## config.mk

```make
export PLATFORM = sky130hd
export DESIGN_NAME = telemetry_anomaly_qualifier_top
export DESIGN_NICKNAME = d
export VERILOG_FILES = /design/src/hw/rtl/tanq_pkg.sv /design/src/hw/rtl/tanq_div.sv /design/src/hw/rtl/tanq_front.sv /design/src/hw/rtl/tanq_queue.sv /design/src/hw/rtl/tanq_back.sv /design/src/hw/rtl/telemetry_anomaly_qualifier_top.sv
export SDC_FILE = /design/constraint.sdc
export NUM_CORES = 2
export LEC_CHECK = 0
export BUFFER_PORTS_ARGS = -buffer_cell sky130_fd_sc_hd__buf_2
export CAP_MARGIN = 20
export CORE_ASPECT_RATIO = 1.25
export CORE_MARGIN = 1.5
export CORE_UTILIZATION = 58
export CTS_BUF_LIST = sky130_fd_sc_hd__clkbuf_8
export DETAILED_ROUTE_END_ITERATION = 8
export HOLD_SLACK_MARGIN = 0.05
export PLACE_DENSITY_LB_ADDON = 0.3
export SLEW_MARGIN = 20
export SYNTH_ARGS = -nofsm -noshare
export SYNTH_HDL_FRONTEND = slang
export SYNTH_HIERARCHICAL = 1
export SYNTH_SLANG_ARGS = --single-unit
```

## constraint.sdc

```tcl
create_clock -name clk -period 12.95 [get_ports clk]
set_clock_uncertainty 0.15 [all_clocks]
set_input_delay 1.295 -clock clk [delete_from_list [all_inputs] [get_ports clk]]
set_output_delay 1.295 -clock clk [all_outputs]
set_load 0.02 [all_outputs]
```

## src/hw/rtl/tanq_pkg.sv

```systemverilog
// Package for the telemetry anomaly qualifier.
// Holds widths, register and event codes, the event and qualifier types and the
// qualifier update function; no dependencies.
`default_nettype none
package tanq_pkg;

	localparam int TIME_BITS   = 48;
	localparam int BYTE_BITS   = 48;
	localparam int WALL_BITS   = 48;
	localparam int VALUE_BITS  = 48;
	localparam int LOAD_BITS   = 10;
	localparam int COUNT_BITS  = 8;
	localparam int DELAY_BITS  = 16;
	localparam int MEM_SCALE   = 1000;
	localparam int TOTAL_BITS  = BYTE_BITS + 1;
	localparam int PROD_BITS   = BYTE_BITS + LOAD_BITS;
	localparam int REM_BITS    = BYTE_BITS + 2;
	localparam int STEP_BITS   = $clog2(PROD_BITS);
	localparam int PADDR_BITS  = 4;
	localparam int PDATA_BITS  = 32;
	localparam int QUEUE_DEPTH = 4;
	localparam int QPTR_BITS   = $clog2(QUEUE_DEPTH);

	localparam logic [LOAD_BITS-1:0]  CPU_LIMIT_RST   = LOAD_BITS'(900);
	localparam logic [LOAD_BITS-1:0]  MEM_LIMIT_RST   = LOAD_BITS'(900);
	localparam logic [COUNT_BITS-1:0] CONFIRM_RST     = COUNT_BITS'(3);
	localparam logic [DELAY_BITS-1:0] DELAY_LIMIT_RST = DELAY_BITS'(1500);

	typedef enum logic [1:0] {
		REG_CPU_LIMIT,
		REG_MEM_LIMIT,
		REG_CONFIRM,
		REG_DELAY_LIMIT
	} reg_idx_t;

	typedef enum logic [1:0] {
		KIND_CPU,
		KIND_MEM,
		KIND_DELAY
	} kind_t;

	typedef enum logic [1:0] {
		PH_STARTED,
		PH_STOPPED,
		PH_OCCURRED
	} phase_t;

	typedef struct packed {
		logic [LOAD_BITS-1:0]  cpu_limit;
		logic [LOAD_BITS-1:0]  mem_limit;
		logic [COUNT_BITS-1:0] confirm;
		logic [DELAY_BITS-1:0] delay_limit;
	} cfg_t;

	typedef struct packed {
		kind_t                 kind;
		phase_t                phase;
		logic [TIME_BITS-1:0]  time_ms;
		logic [WALL_BITS-1:0]  wall_ms;
		logic [VALUE_BITS-1:0] value;
		logic                  last;
	} event_t;

	typedef struct packed {
		logic                  active;
		logic [COUNT_BITS-1:0] count;
		logic [TIME_BITS-1:0]  run_time;
		logic [WALL_BITS-1:0]  run_wall;
		logic [LOAD_BITS-1:0]  run_value;
	} qual_t;

	typedef struct packed {
		qual_t st;
		logic  fire;
	} qual_res_t;

	function automatic qual_res_t qual_step(
		input qual_t                 s,
		input logic                  high,
		input logic [LOAD_BITS-1:0]  value,
		input logic [TIME_BITS-1:0]  t,
		input logic [WALL_BITS-1:0]  wall,
		input logic [COUNT_BITS-1:0] confirm
	);
		qual_res_t             r;
		logic [COUNT_BITS-1:0] cnt;
		r      = '{st: s, fire: 1'b0};
		cnt    = s.count + COUNT_BITS'(1);
		if (s.active != high) begin
			if (s.count == '0) begin
				r.st.run_time  = t;
				r.st.run_wall  = wall;
				r.st.run_value = value;
			end
			if (cnt >= confirm) begin
				r.st.active = !s.active;
				r.st.count  = '0;
				r.fire      = 1'b1;
			end else begin
				r.st.count = cnt;
			end
		end else begin
			r.st.count = '0;
		end
		return r;
	endfunction

	function automatic event_t qual_event(input kind_t kind, input qual_t s);
		event_t e;
		e.kind    = kind;
		e.phase   = s.active ? PH_STARTED : PH_STOPPED;
		e.time_ms = s.run_time;
		e.wall_ms = s.run_wall;
		e.value   = VALUE_BITS'(s.run_value);
		e.last    = 1'b0;
		return e;
	endfunction

endpackage
`default_nettype wire

```

## src/hw/rtl/tanq_div.sv

```systemverilog
// Bit-serial restoring divider for memory load: floor(1000*used/(used+free)).
// One quotient bit per cycle; uses tanq_pkg.
`default_nettype none
module tanq_div (
	input  wire                             clk,
	input  wire                             arst_n,
	input  wire                             start,
	input  wire  [tanq_pkg::BYTE_BITS-1:0]  used,
	input  wire  [tanq_pkg::BYTE_BITS-1:0]  free,
	output logic                            done,
	output logic [tanq_pkg::LOAD_BITS-1:0]  load
);
	import tanq_pkg::*;

	logic                  busy_q;
	logic                  done_q;
	logic [STEP_BITS-1:0]  step_q;
	logic [PROD_BITS-1:0]  dvd_q;
	logic [REM_BITS-1:0]   rem_q;
	logic [TOTAL_BITS-1:0] total_q;
	logic [LOAD_BITS-1:0]  quo_q;
	logic                  zero_q;
	logic [TOTAL_BITS-1:0] total_in;
	logic [REM_BITS-1:0]   rem_sh;
	logic                  take;

	assign total_in = TOTAL_BITS'(used) + TOTAL_BITS'(free);
	assign rem_sh   = {rem_q[REM_BITS-2:0], dvd_q[PROD_BITS-1]};
	assign take     = rem_sh >= REM_BITS'(total_q);

	always_ff @(posedge clk or negedge arst_n) begin
		if (!arst_n) begin
			busy_q <= 1'b0;
			done_q <= 1'b0;
			step_q <= '0;
		end else begin
			done_q <= 1'b0;
			if (start) begin
				busy_q <= 1'b1;
				step_q <= STEP_BITS'(PROD_BITS - 1);
			end else if (busy_q) begin
				step_q <= step_q - STEP_BITS'(1);
				if (step_q == '0) begin
					busy_q <= 1'b0;
					done_q <= 1'b1;
				end
			end
		end
	end

	always_ff @(posedge clk) begin
		if (start) begin
			dvd_q   <= PROD_BITS'(used) * PROD_BITS'(MEM_SCALE);
			rem_q   <= '0;
			quo_q   <= '0;
			total_q <= total_in;
			zero_q  <= total_in == '0;
		end else if (busy_q) begin
			dvd_q <= {dvd_q[PROD_BITS-2:0], 1'b0};
			rem_q <= take ? rem_sh - REM_BITS'(total_q) : rem_sh;
			quo_q <= {quo_q[LOAD_BITS-2:0], take};
		end
	end

	assign done = done_q;
	assign load = zero_q ? '0 : quo_q;

endmodule
`default_nettype wire

```

## src/hw/rtl/tanq_front.sv

```systemverilog
// Front end: accepts samples, runs the memory load divider, updates both
// qualifiers and the gap check, and pushes up to three events into the queue.
// Uses tanq_pkg and tanq_div.
`default_nettype none
module tanq_front (
	input  wire                             clk,
	input  wire                             arst_n,
	input  wire tanq_pkg::cfg_t             cfg,
	input  wire                             in_valid,
	output logic                            in_stall,
	input  wire  [tanq_pkg::LOAD_BITS-1:0]  cpu_tenths,
	input  wire  [tanq_pkg::BYTE_BITS-1:0]  mem_used_bytes,
	input  wire  [tanq_pkg::BYTE_BITS-1:0]  mem_free_bytes,
	input  wire  [tanq_pkg::TIME_BITS-1:0]  sample_time_ms,
	input  wire  [tanq_pkg::WALL_BITS-1:0]  wall_time_ms,
	output logic                            push,
	output tanq_pkg::event_t                push_data,
	input  wire                             full
);
	import tanq_pkg::*;

	typedef enum logic [1:0] {ST_IDLE, ST_DIV, ST_QUAL, ST_PUSH} state_t;

	state_t               state_q;
	logic [2:0]           pend_q;
	qual_t                cpu_st_q;
	qual_t                mem_st_q;
	logic [TIME_BITS-1:0] prev_q;
	logic                 have_prev_q;
	logic [LOAD_BITS-1:0] cpu_q;
	logic [TIME_BITS-1:0] time_q;
	logic [WALL_BITS-1:0] wall_q;
	event_t               ev_q [3];

	logic                 accept;
	logic                 div_done;
	logic [LOAD_BITS-1:0] mem_load;
	qual_res_t            cpu_res;
	qual_res_t            mem_res;
	logic [TIME_BITS-1:0] gap;
	logic                 gap_fire;
	event_t               gap_ev;
	logic [2:0]           sel_oh;
	logic [2:0]           rest;

	assign in_stall = state_q != ST_IDLE;
	assign accept   = in_valid && !in_stall;

	tanq_div u_div (
		.clk   (clk),
		.arst_n(arst_n),
		.start (accept),
		.used  (mem_used_bytes),
		.free  (mem_free_bytes),
		.done  (div_done),
		.load  (mem_load)
	);

	always_comb begin
		cpu_res = qual_step(cpu_st_q, cpu_q >= cfg.cpu_limit, cpu_q, time_q, wall_q,
			cfg.confirm);
		mem_res = qual_step(mem_st_q, mem_load >= cfg.mem_limit, mem_load, time_q,
			wall_q, cfg.confirm);
		gap      = time_q - prev_q;
		gap_fire = have_prev_q && (gap > TIME_BITS'(cfg.delay_limit));
		gap_ev   = '{kind: KIND_DELAY, phase: PH_OCCURRED, time_ms: time_q,
			wall_ms: wall_q, value: VALUE_BITS'(gap), last: 1'b0};
	end

	always_comb begin
		priority if (pend_q[0]) sel_oh = 3'b001;
		else if (pend_q[1])     sel_oh = 3'b010;
		else                    sel_oh = 3'b100;
		rest = pend_q & ~sel_oh;
		priority if (sel_oh[0]) push_data = ev_q[0];
		else if (sel_oh[1])     push_data = ev_q[1];
		else                    push_data = ev_q[2];
		push_data.last = rest == '0;
	end

	assign push = (state_q == ST_PUSH) && !full;

	always_ff @(posedge clk or negedge arst_n) begin
		if (!arst_n) begin
			state_q     <= ST_IDLE;
			pend_q      <= '0;
			cpu_st_q    <= '0;
			mem_st_q    <= '0;
			prev_q      <= '0;
			have_prev_q <= 1'b0;
		end else begin
			unique case (state_q)
				ST_IDLE: begin
					if (accept) state_q <= ST_DIV;
				end
				ST_DIV: begin
					if (div_done) state_q <= ST_QUAL;
				end
				ST_QUAL: begin
					cpu_st_q    <= cpu_res.st;
					mem_st_q    <= mem_res.st;
					prev_q      <= time_q;
					have_prev_q <= 1'b1;
					pend_q      <= {gap_fire, mem_res.fire, cpu_res.fire};
					if (gap_fire || mem_res.fire || cpu_res.fire) state_q <= ST_PUSH;
					else state_q <= ST_IDLE;
				end
				ST_PUSH: begin
					if (!full) begin
						pend_q <= rest;
						if (rest == '0) state_q <= ST_IDLE;
					end
				end
				default: state_q <= ST_IDLE;
			endcase
		end
	end

	always_ff @(posedge clk) begin
		if (accept) begin
			cpu_q  <= cpu_tenths;
			time_q <= sample_time_ms;
			wall_q <= wall_time_ms;
		end
		if (state_q == ST_QUAL) begin
			ev_q[0] <= qual_event(KIND_CPU, cpu_res.st);
			ev_q[1] <= qual_event(KIND_MEM, mem_res.st);
			ev_q[2] <= gap_ev;
		end
	end

endmodule
`default_nettype wire

```

## src/hw/rtl/tanq_queue.sv

```systemverilog
// Short event queue between the front end and the output stage.
// Register-based FIFO with a show-ahead head; uses tanq_pkg.
`default_nettype none
module tanq_queue (
	input  wire                    clk,
	input  wire                    arst_n,
	input  wire                    push,
	input  wire tanq_pkg::event_t  push_data,
	output logic                   full,
	input  wire                    pop,
	output logic                   empty,
	output tanq_pkg::event_t       head
);
	import tanq_pkg::*;

	event_t               slot_q [QUEUE_DEPTH];
	logic [QPTR_BITS-1:0] wr_q;
	logic [QPTR_BITS-1:0] rd_q;
	logic [QPTR_BITS:0]   cnt_q;

	assign full  = cnt_q == (QPTR_BITS+1)'(QUEUE_DEPTH);
	assign empty = cnt_q == '0;
	assign head  = slot_q[rd_q];

	always_ff @(posedge clk or negedge arst_n) begin
		if (!arst_n) begin
			wr_q  <= '0;
			rd_q  <= '0;
			cnt_q <= '0;
		end else begin
			if (push) wr_q <= wr_q + QPTR_BITS'(1);
			if (pop) rd_q <= rd_q + QPTR_BITS'(1);
			if (push && !pop) cnt_q <= cnt_q + (QPTR_BITS+1)'(1);
			else if (pop && !push) cnt_q <= cnt_q - (QPTR_BITS+1)'(1);
		end
	end

	always_ff @(posedge clk) begin
		if (push) slot_q[wr_q] <= push_data;
	end

endmodule
`default_nettype wire

```

## src/hw/rtl/tanq_back.sv

```systemverilog
// Back end: output register that drains the event queue onto the result channel.
// Uses tanq_pkg.
`default_nettype none
module tanq_back (
	input  wire                              clk,
	input  wire                              arst_n,
	input  wire                              empty,
	input  wire tanq_pkg::event_t            head,
	output logic                             pop,
	output logic                             out_valid,
	input  wire                              out_stall,
	output logic [1:0]                       event_kind,
	output logic [1:0]                       event_phase,
	output logic [tanq_pkg::TIME_BITS-1:0]   event_time_ms,
	output logic [tanq_pkg::WALL_BITS-1:0]   event_wall_ms,
	output logic [tanq_pkg::VALUE_BITS-1:0]  event_value,
	output logic                             last_event
);
	import tanq_pkg::*;

	logic   valid_q;
	event_t ev_q;

	assign pop = !empty && (!valid_q || !out_stall);

	always_ff @(posedge clk or negedge arst_n) begin
		if (!arst_n) begin
			valid_q <= 1'b0;
		end else if (pop) begin
			valid_q <= 1'b1;
		end else if (!out_stall) begin
			valid_q <= 1'b0;
		end
	end

	always_ff @(posedge clk) begin
		if (pop) ev_q <= head;
	end

	assign out_valid     = valid_q;
	assign event_kind    = ev_q.kind;
	assign event_phase   = ev_q.phase;
	assign event_time_ms = ev_q.time_ms;
	assign event_wall_ms = ev_q.wall_ms;
	assign event_value   = ev_q.value;
	assign last_event    = ev_q.last;

endmodule
`default_nettype wire

```

## src/hw/rtl/telemetry_anomaly_qualifier_top.sv

```systemverilog
// Telemetry anomaly qualifier top level: configuration registers and the
// front end, event queue and output stage. Uses tanq_pkg, tanq_front,
// tanq_queue and tanq_back.
//
// Usage:
// Samples enter on in_valid/in_stall; an item is taken when in_valid is high
// and in_stall low. Each sample yields zero to three events (CPU, memory,
// delay, in that order) on out_valid/out_stall; last_event marks the final
// event of a sample. A sample with no event yields nothing.
// One sample is worked at a time: the bit-serial memory load divider runs,
// the qualifiers and the gap check are updated, and then the sample's events
// are pushed into the queue in order while the queue has room.
// A four-entry event queue and an output register part the front end from the
// receiver; when the receiver stalls, the queue fills, the front end holds and
// in_stall stays high. Reset clears both episodes, the run counters and the
// previous-sample time and loads the default limits. Registers are written
// over the APB port at byte addresses 0, 4, 8 and 12; the user must write them
// only while no sample is in flight, as the block itself does not enforce it.
`default_nettype none
module telemetry_anomaly_qualifier_top (
	input  wire                              clk,
	input  wire                              arst_n,
	input  wire                              psel,
	input  wire                              penable,
	input  wire                              pwrite,
	input  wire  [tanq_pkg::PADDR_BITS-1:0]  paddr,
	input  wire  [tanq_pkg::PDATA_BITS-1:0]  pwdata,
	output logic [tanq_pkg::PDATA_BITS-1:0]  prdata,
	output logic                             pready,
	input  wire                              in_valid,
	output logic                             in_stall,
	input  wire  [tanq_pkg::LOAD_BITS-1:0]   cpu_tenths,
	input  wire  [tanq_pkg::BYTE_BITS-1:0]   mem_used_bytes,
	input  wire  [tanq_pkg::BYTE_BITS-1:0]   mem_free_bytes,
	input  wire  [tanq_pkg::TIME_BITS-1:0]   sample_time_ms,
	input  wire  [tanq_pkg::WALL_BITS-1:0]   wall_time_ms,
	output logic                             out_valid,
	input  wire                              out_stall,
	output logic [1:0]                       event_kind,
	output logic [1:0]                       event_phase,
	output logic [tanq_pkg::TIME_BITS-1:0]   event_time_ms,
	output logic [tanq_pkg::WALL_BITS-1:0]   event_wall_ms,
	output logic [tanq_pkg::VALUE_BITS-1:0]  event_value,
	output logic                             last_event
);
	import tanq_pkg::*;

	cfg_t     cfg_q;
	reg_idx_t reg_idx;
	logic     cfg_wr;
	logic     push;
	event_t   push_data;
	logic     full;
	logic     pop;
	logic     empty;
	event_t   head;

	assign pready  = 1'b1;
	assign reg_idx = reg_idx_t'(paddr[3:2]);
	assign cfg_wr  = psel && penable && pwrite && pready;

	always_ff @(posedge clk or negedge arst_n) begin
		if (!arst_n) begin
			cfg_q.cpu_limit   <= CPU_LIMIT_RST;
			cfg_q.mem_limit   <= MEM_LIMIT_RST;
			cfg_q.confirm     <= CONFIRM_RST;
			cfg_q.delay_limit <= DELAY_LIMIT_RST;
		end else if (cfg_wr) begin
			unique case (reg_idx)
				REG_CPU_LIMIT:   cfg_q.cpu_limit   <= pwdata[LOAD_BITS-1:0];
				REG_MEM_LIMIT:   cfg_q.mem_limit   <= pwdata[LOAD_BITS-1:0];
				REG_CONFIRM:     cfg_q.confirm     <= pwdata[COUNT_BITS-1:0];
				REG_DELAY_LIMIT: cfg_q.delay_limit <= pwdata[DELAY_BITS-1:0];
				default: ;
			endcase
		end
	end

	always_comb begin
		unique case (reg_idx)
			REG_CPU_LIMIT:   prdata = PDATA_BITS'(cfg_q.cpu_limit);
			REG_MEM_LIMIT:   prdata = PDATA_BITS'(cfg_q.mem_limit);
			REG_CONFIRM:     prdata = PDATA_BITS'(cfg_q.confirm);
			REG_DELAY_LIMIT: prdata = PDATA_BITS'(cfg_q.delay_limit);
			default:         prdata = '0;
		endcase
	end

	tanq_front u_front (
		.clk           (clk),
		.arst_n        (arst_n),
		.cfg           (cfg_q),
		.in_valid      (in_valid),
		.in_stall      (in_stall),
		.cpu_tenths    (cpu_tenths),
		.mem_used_bytes(mem_used_bytes),
		.mem_free_bytes(mem_free_bytes),
		.sample_time_ms(sample_time_ms),
		.wall_time_ms  (wall_time_ms),
		.push          (push),
		.push_data     (push_data),
		.full          (full)
	);

	tanq_queue u_queue (
		.clk      (clk),
		.arst_n   (arst_n),
		.push     (push),
		.push_data(push_data),
		.full     (full),
		.pop      (pop),
		.empty    (empty),
		.head     (head)
	);

	tanq_back u_back (
		.clk          (clk),
		.arst_n       (arst_n),
		.empty        (empty),
		.head         (head),
		.pop          (pop),
		.out_valid    (out_valid),
		.out_stall    (out_stall),
		.event_kind   (event_kind),
		.event_phase  (event_phase),
		.event_time_ms(event_time_ms),
		.event_wall_ms(event_wall_ms),
		.event_value  (event_value),
		.last_event   (last_event)
	);

endmodule
`default_nettype wire
```

==> qor.log <==
[timing] unrepaired setup endpoints after global routing no
[clock_network] maximum clock insertion buffer count 4
[placed_design] total of buffers placed on input and output ports 393
[pwr] Worst VDD drop 0.125 mV
[synthesis] synth unique cells 95
[cells_and_area] FF/Latch Area 49300 sq um
[setup_path] worst setup path category in -> reg
[route] WL final 183000 um
[clock_network] hold-fix buffer count after cts 0
[placed_design] Final GP Congestion 0.953
[route] drc violations 0
[setup_path] register-to-register setup slack 6.81 ns
[cells_and_area] Multi-input gate area 31100 sq um
[job] max_cap viols 0
[synthesis] number of enable-type register cells in the synthesized netlist 1314
[timing] final period demand of the worst path 6.85 ns
[die] I/O pins 429
[timing] setup-violating endpoint count in the final report 0
[route] DRT antenna net count 0
[timing] Peak Freq 146 MHz
[setup_path] required time of the critical path 13.50 ns
[global_route] global-route wire length before repair 282000 um
[route] DR iter-0 viols 3179
[die] overall die area 145000 sq um
[setup_path] cells traversed along the worst timing path buf_2 > inv_1 > fa_1 > fa_1 > fa_1 > inv_1 > fa_1 > ha_1 > a21o_1 > a21o_1 > a211o_1 > a211oi_1 > o211ai_1 > a21o_1 > o41ai_2 > o21ai_1 > nor4b_1 > a211oi_1 > xnor2_1 > mux2_2
[pwr] Total Power Consumption 18.5 mW
[clock_network] buffer cell driving the clock tree root clkbuf_8
[setup_path] worst reg-to-reg path cell count 16
[clock_network] clock tree from TritonCTS done
[setup_path] most frequent cell on the critical path fa_1
[global_route] pin count of the biggest net entering global routing 180
[placed_design] number of cells in the design after placement 7873
[synthesis] average size of a mapped cell 14.4 sq um
[setup_path] type of element capturing the critical path flip-flop
[cells_and_area] most frequent standard cell in the layout excluding fill and tap cells edfxtp_1
[cells_and_area] Finished Layout Cells 8364
[cells_and_area] commonest cells after routing, fill and taps aside 1314 x edfxtp_1, 542 x inv_1, 433 x mux2_2
[timing] fraction of the cycle the final worst path needs 52.9%
[clock_network] number of buffers added by the clock tree synthesis step 279
[global_route] number of antenna violations at the first check in global routing 25
[route] mean routed wirelength per cell 21.9 um
[global_route] remaining global-route overflow 0
[global_route] total track usage 25.4%
[setup_path] cell with the largest stage delay on the worst path fa_1
[pwr] static leakage 36.5 nW
[timing] Final Hold Fails 0
[route] number of detailed-routing iterations run before antenna repair 6
[synthesis] flip-flop and latch count after synthesis 1717
[cells_and_area] layout filler cell count 10310
[route] vias post-DR 48069
[synthesis] post-synthesis instance area 83000 sq um
[die] starting density of the core 58.3%
[synthesis] Post-synth top flop edfxtp_1
[status] result of the run complete, no violations
[synthesis] cell count after synthesis 5774
[setup_path] Worst Path Arrival 7.40 ns
[cells_and_area] final standard cell utilization of the core 64.5%
[setup_path] largest fanout on the critical path 6
[timing] number of max-slew violations in the final report 0
[placed_design] post-detail-place hpwl 125000 um
[clock_network] count of H-tree levels built during CTS 5
[cells_and_area] ratio of cells with drive above 1 in the final layout 23.5%
[setup_path] kind of start point of the critical path input pin
[clock_network] Resize count post-CTS 0
[timing] relative slew slack 23.0%
[timing] summed negative setup slack over all endpoints 0 ns
[synthesis] proportion of synthesized flip-flops having asynchronous set or reset 20.0%
[pwr] power per cell area 202 nW/um^2
[timing] slew of the pin with the lowest slew margin 1.14 ns
[die] Core Rows 155
[global_route] number of global-route vias before repair 50336
[synthesis] total of warnings raised by yosys 6
[clock_network] source-to-sink clock delay at the later pin of the worst-skew pair 1.00 ns
[die] CORE AREA 143000 sq um
[cells_and_area] synthesis-to-finish area growth 10.8%
[setup_path] worst flop-to-flop path endpoint u_front/mem_st_q[26]$_DFFE_PN0P_
[cells_and_area] fin nets 7025
[clock_network] setup repair bufs after CTS 0
[clock_network] clock slew at reported path FFs 0.07 ns
[synthesis] proportion of synthesized chip area in sequential cells 59.3%
[clock_network] total clock sinks 1717
[setup_path] Crit Reg-Reg Startpoint u_front/u_div/zero_q$_DFFE_PP_
[die] Die H 426 um
[route] mean number of vias per cell 5.75
[setup_path] peak per-stage delay on the critical path 0.57 ns
[min_path] worst min-delay path category in -> async
[die] horizontal extent of the die 341 um
## worst max-delay path by stage
stage	start	to	slack (ns)	depth (start not counted)
floorplan	u_front/state_q[0]$_DFFE_PN0P_	u_front/prev_q[46]$_DFFE_PN0P_	0.48	8
global placement	mem_used_bytes[2]	u_front/u_div/dvd_q[56]$_DFFE_PP_	5.14	20
detailed placement	mem_used_bytes[2]	u_front/u_div/dvd_q[56]$_DFFE_PP_	5.13	20
CTS	mem_used_bytes[2]	u_front/u_div/dvd_q[56]$_DFFE_PP_	6.19	20
global route	mem_used_bytes[2]	u_front/u_div/dvd_q[56]$_DFFE_PP_	5.90	20
finish	mem_used_bytes[2]	u_front/u_div/dvd_q[56]$_DFFE_PP_	6.10	20
## routing by layer
layer / GRT usage (%) / wire length (um)
met1: 30.6 / 72700
met3: 5.10 / 9770
met5: 0 / 115
met2: 45.0 / 94400
met4: 9.54 / 6030
## synth_stat cells (all sizes together), types with 57 or more instances
library cell / instances / share of area (%)
xnor2: 127 / 1.3
dfxtp: 59 / 1.4
fa: 186 / 4.5
buf: 85 / 0.72
nor2: 194 / 0.88
a21oi: 230 / 1.4
mux2i: 166 / 2.0
and2: 57 / 0.43
a211oi: 75 / 0.68
xor2: 81 / 0.86
mux4: 157 / 4.3
dfrtp: 327 / 9.9
nand3: 58 / 0.36
o21ai: 314 / 1.9
inv: 430 / 1.9
clkbuf: 151 / 0.68
edfxtp: 1314 / 48
ha: 324 / 4.9
a21o: 109 / 0.99
mux2: 519 / 7.4
nand2: 354 / 1.6
## logic make-up after synthesis
logic type               Yosys count  share of synthesized area (%)
adder cells (fa/ha/maj)          510                           9.37
AO/OA/AOI/OAI                    920                           6.86
XOR/XNOR                         208                           2.20
other                              2                        0.00904
AND/OR/NAND/NOR                  909                           5.21
multiplexers                     842                           13.7
buffers and inverters            666                           3.35
flip-flops                      1717                           59.3
## registers in the layout, indices dropped and copies added (netlist names), 3 cells and up
| name | cells |
|---|---|
| u_front/pend_q | 3 |
| u_front/u_div/step_q | 6 |
| u_front/u_div/total_q | 49 |
| u_front/u_div/quo_q | 10 |
| u_front/prev_q | 48 |
| u_front/time_q | 48 |
| u_front/u_div/dvd_q | 55 |
| cfg_q | 44 |
| u_front/u_div/rem_q | 49 |
| u_front/mem_st_q | 115 |
| u_back/event_time_ms | 48 |
| u_back/event_wall_ms | 48 |
| u_front/wall_q | 48 |
| u_front/cpu_q | 10 |
| u_queue/slot_q | 596 |
| u_queue/cnt_q | 3 |
| u_front/ev_q | 358 |
| u_front/cpu_st_q | 115 |
| u_back/event_value | 48 |
## power by group
group / switching, mW / internal, mW / total [mW]
clock network: 2.04 / 2.42 / 4.46
logic: 3.81 / 2.93 / 6.74
registers: 0.449 / 6.90 / 7.35
total: 6.30 / 12.2 / 18.5
## stage by stage
| step | setup WS, ns | hold WS (ns) | cell area (sq um) |
|---|---|---|---|
| 6_report | 6.10 | 0.179 | 92000 |
| 2_1_floorplan | 0.476 | 0.264 | 83100 |
| 4_1_cts | 6.19 | 0.105 | 92000 |
| 5_1_grt | 5.90 | 0.152 | 92000 |
| 3_5_place_dp | 5.13 | 0.303 | 86700 |
| 3_3_place_gp | 5.14 | 0.300 | 86700 |
## final cells by class
| cell class | count | share of cell area (%) |
|---|---|---|
| Multi-Input combinational cell | 3406 | 33.8 |
| Clock buffer | 302 | 4.52 |
| Clock inverter | 179 | 1.20 |
| Inverter | 430 | 1.76 |
| Timing Repair Buffer | 436 | 2.54 |
| Antenna cell | 10 | 0.0272 |
| Tap cell | 1884 | 2.56 |
| Sequential cell | 1717 | 53.6 |
## critical path, delay by kind of cell
kind,cells,cell delay [ns]
XOR/XNOR,1,0.10
buffers and inverters,3,0.36
multiplexers,1,0.26
adder cells (fa/ha/maj),5,2.34
AND/OR/NAND/NOR,1,0.19
AO/OA/AOI/OAI,9,2.84
No activity file was read; power rests on OpenSTA's default activity.
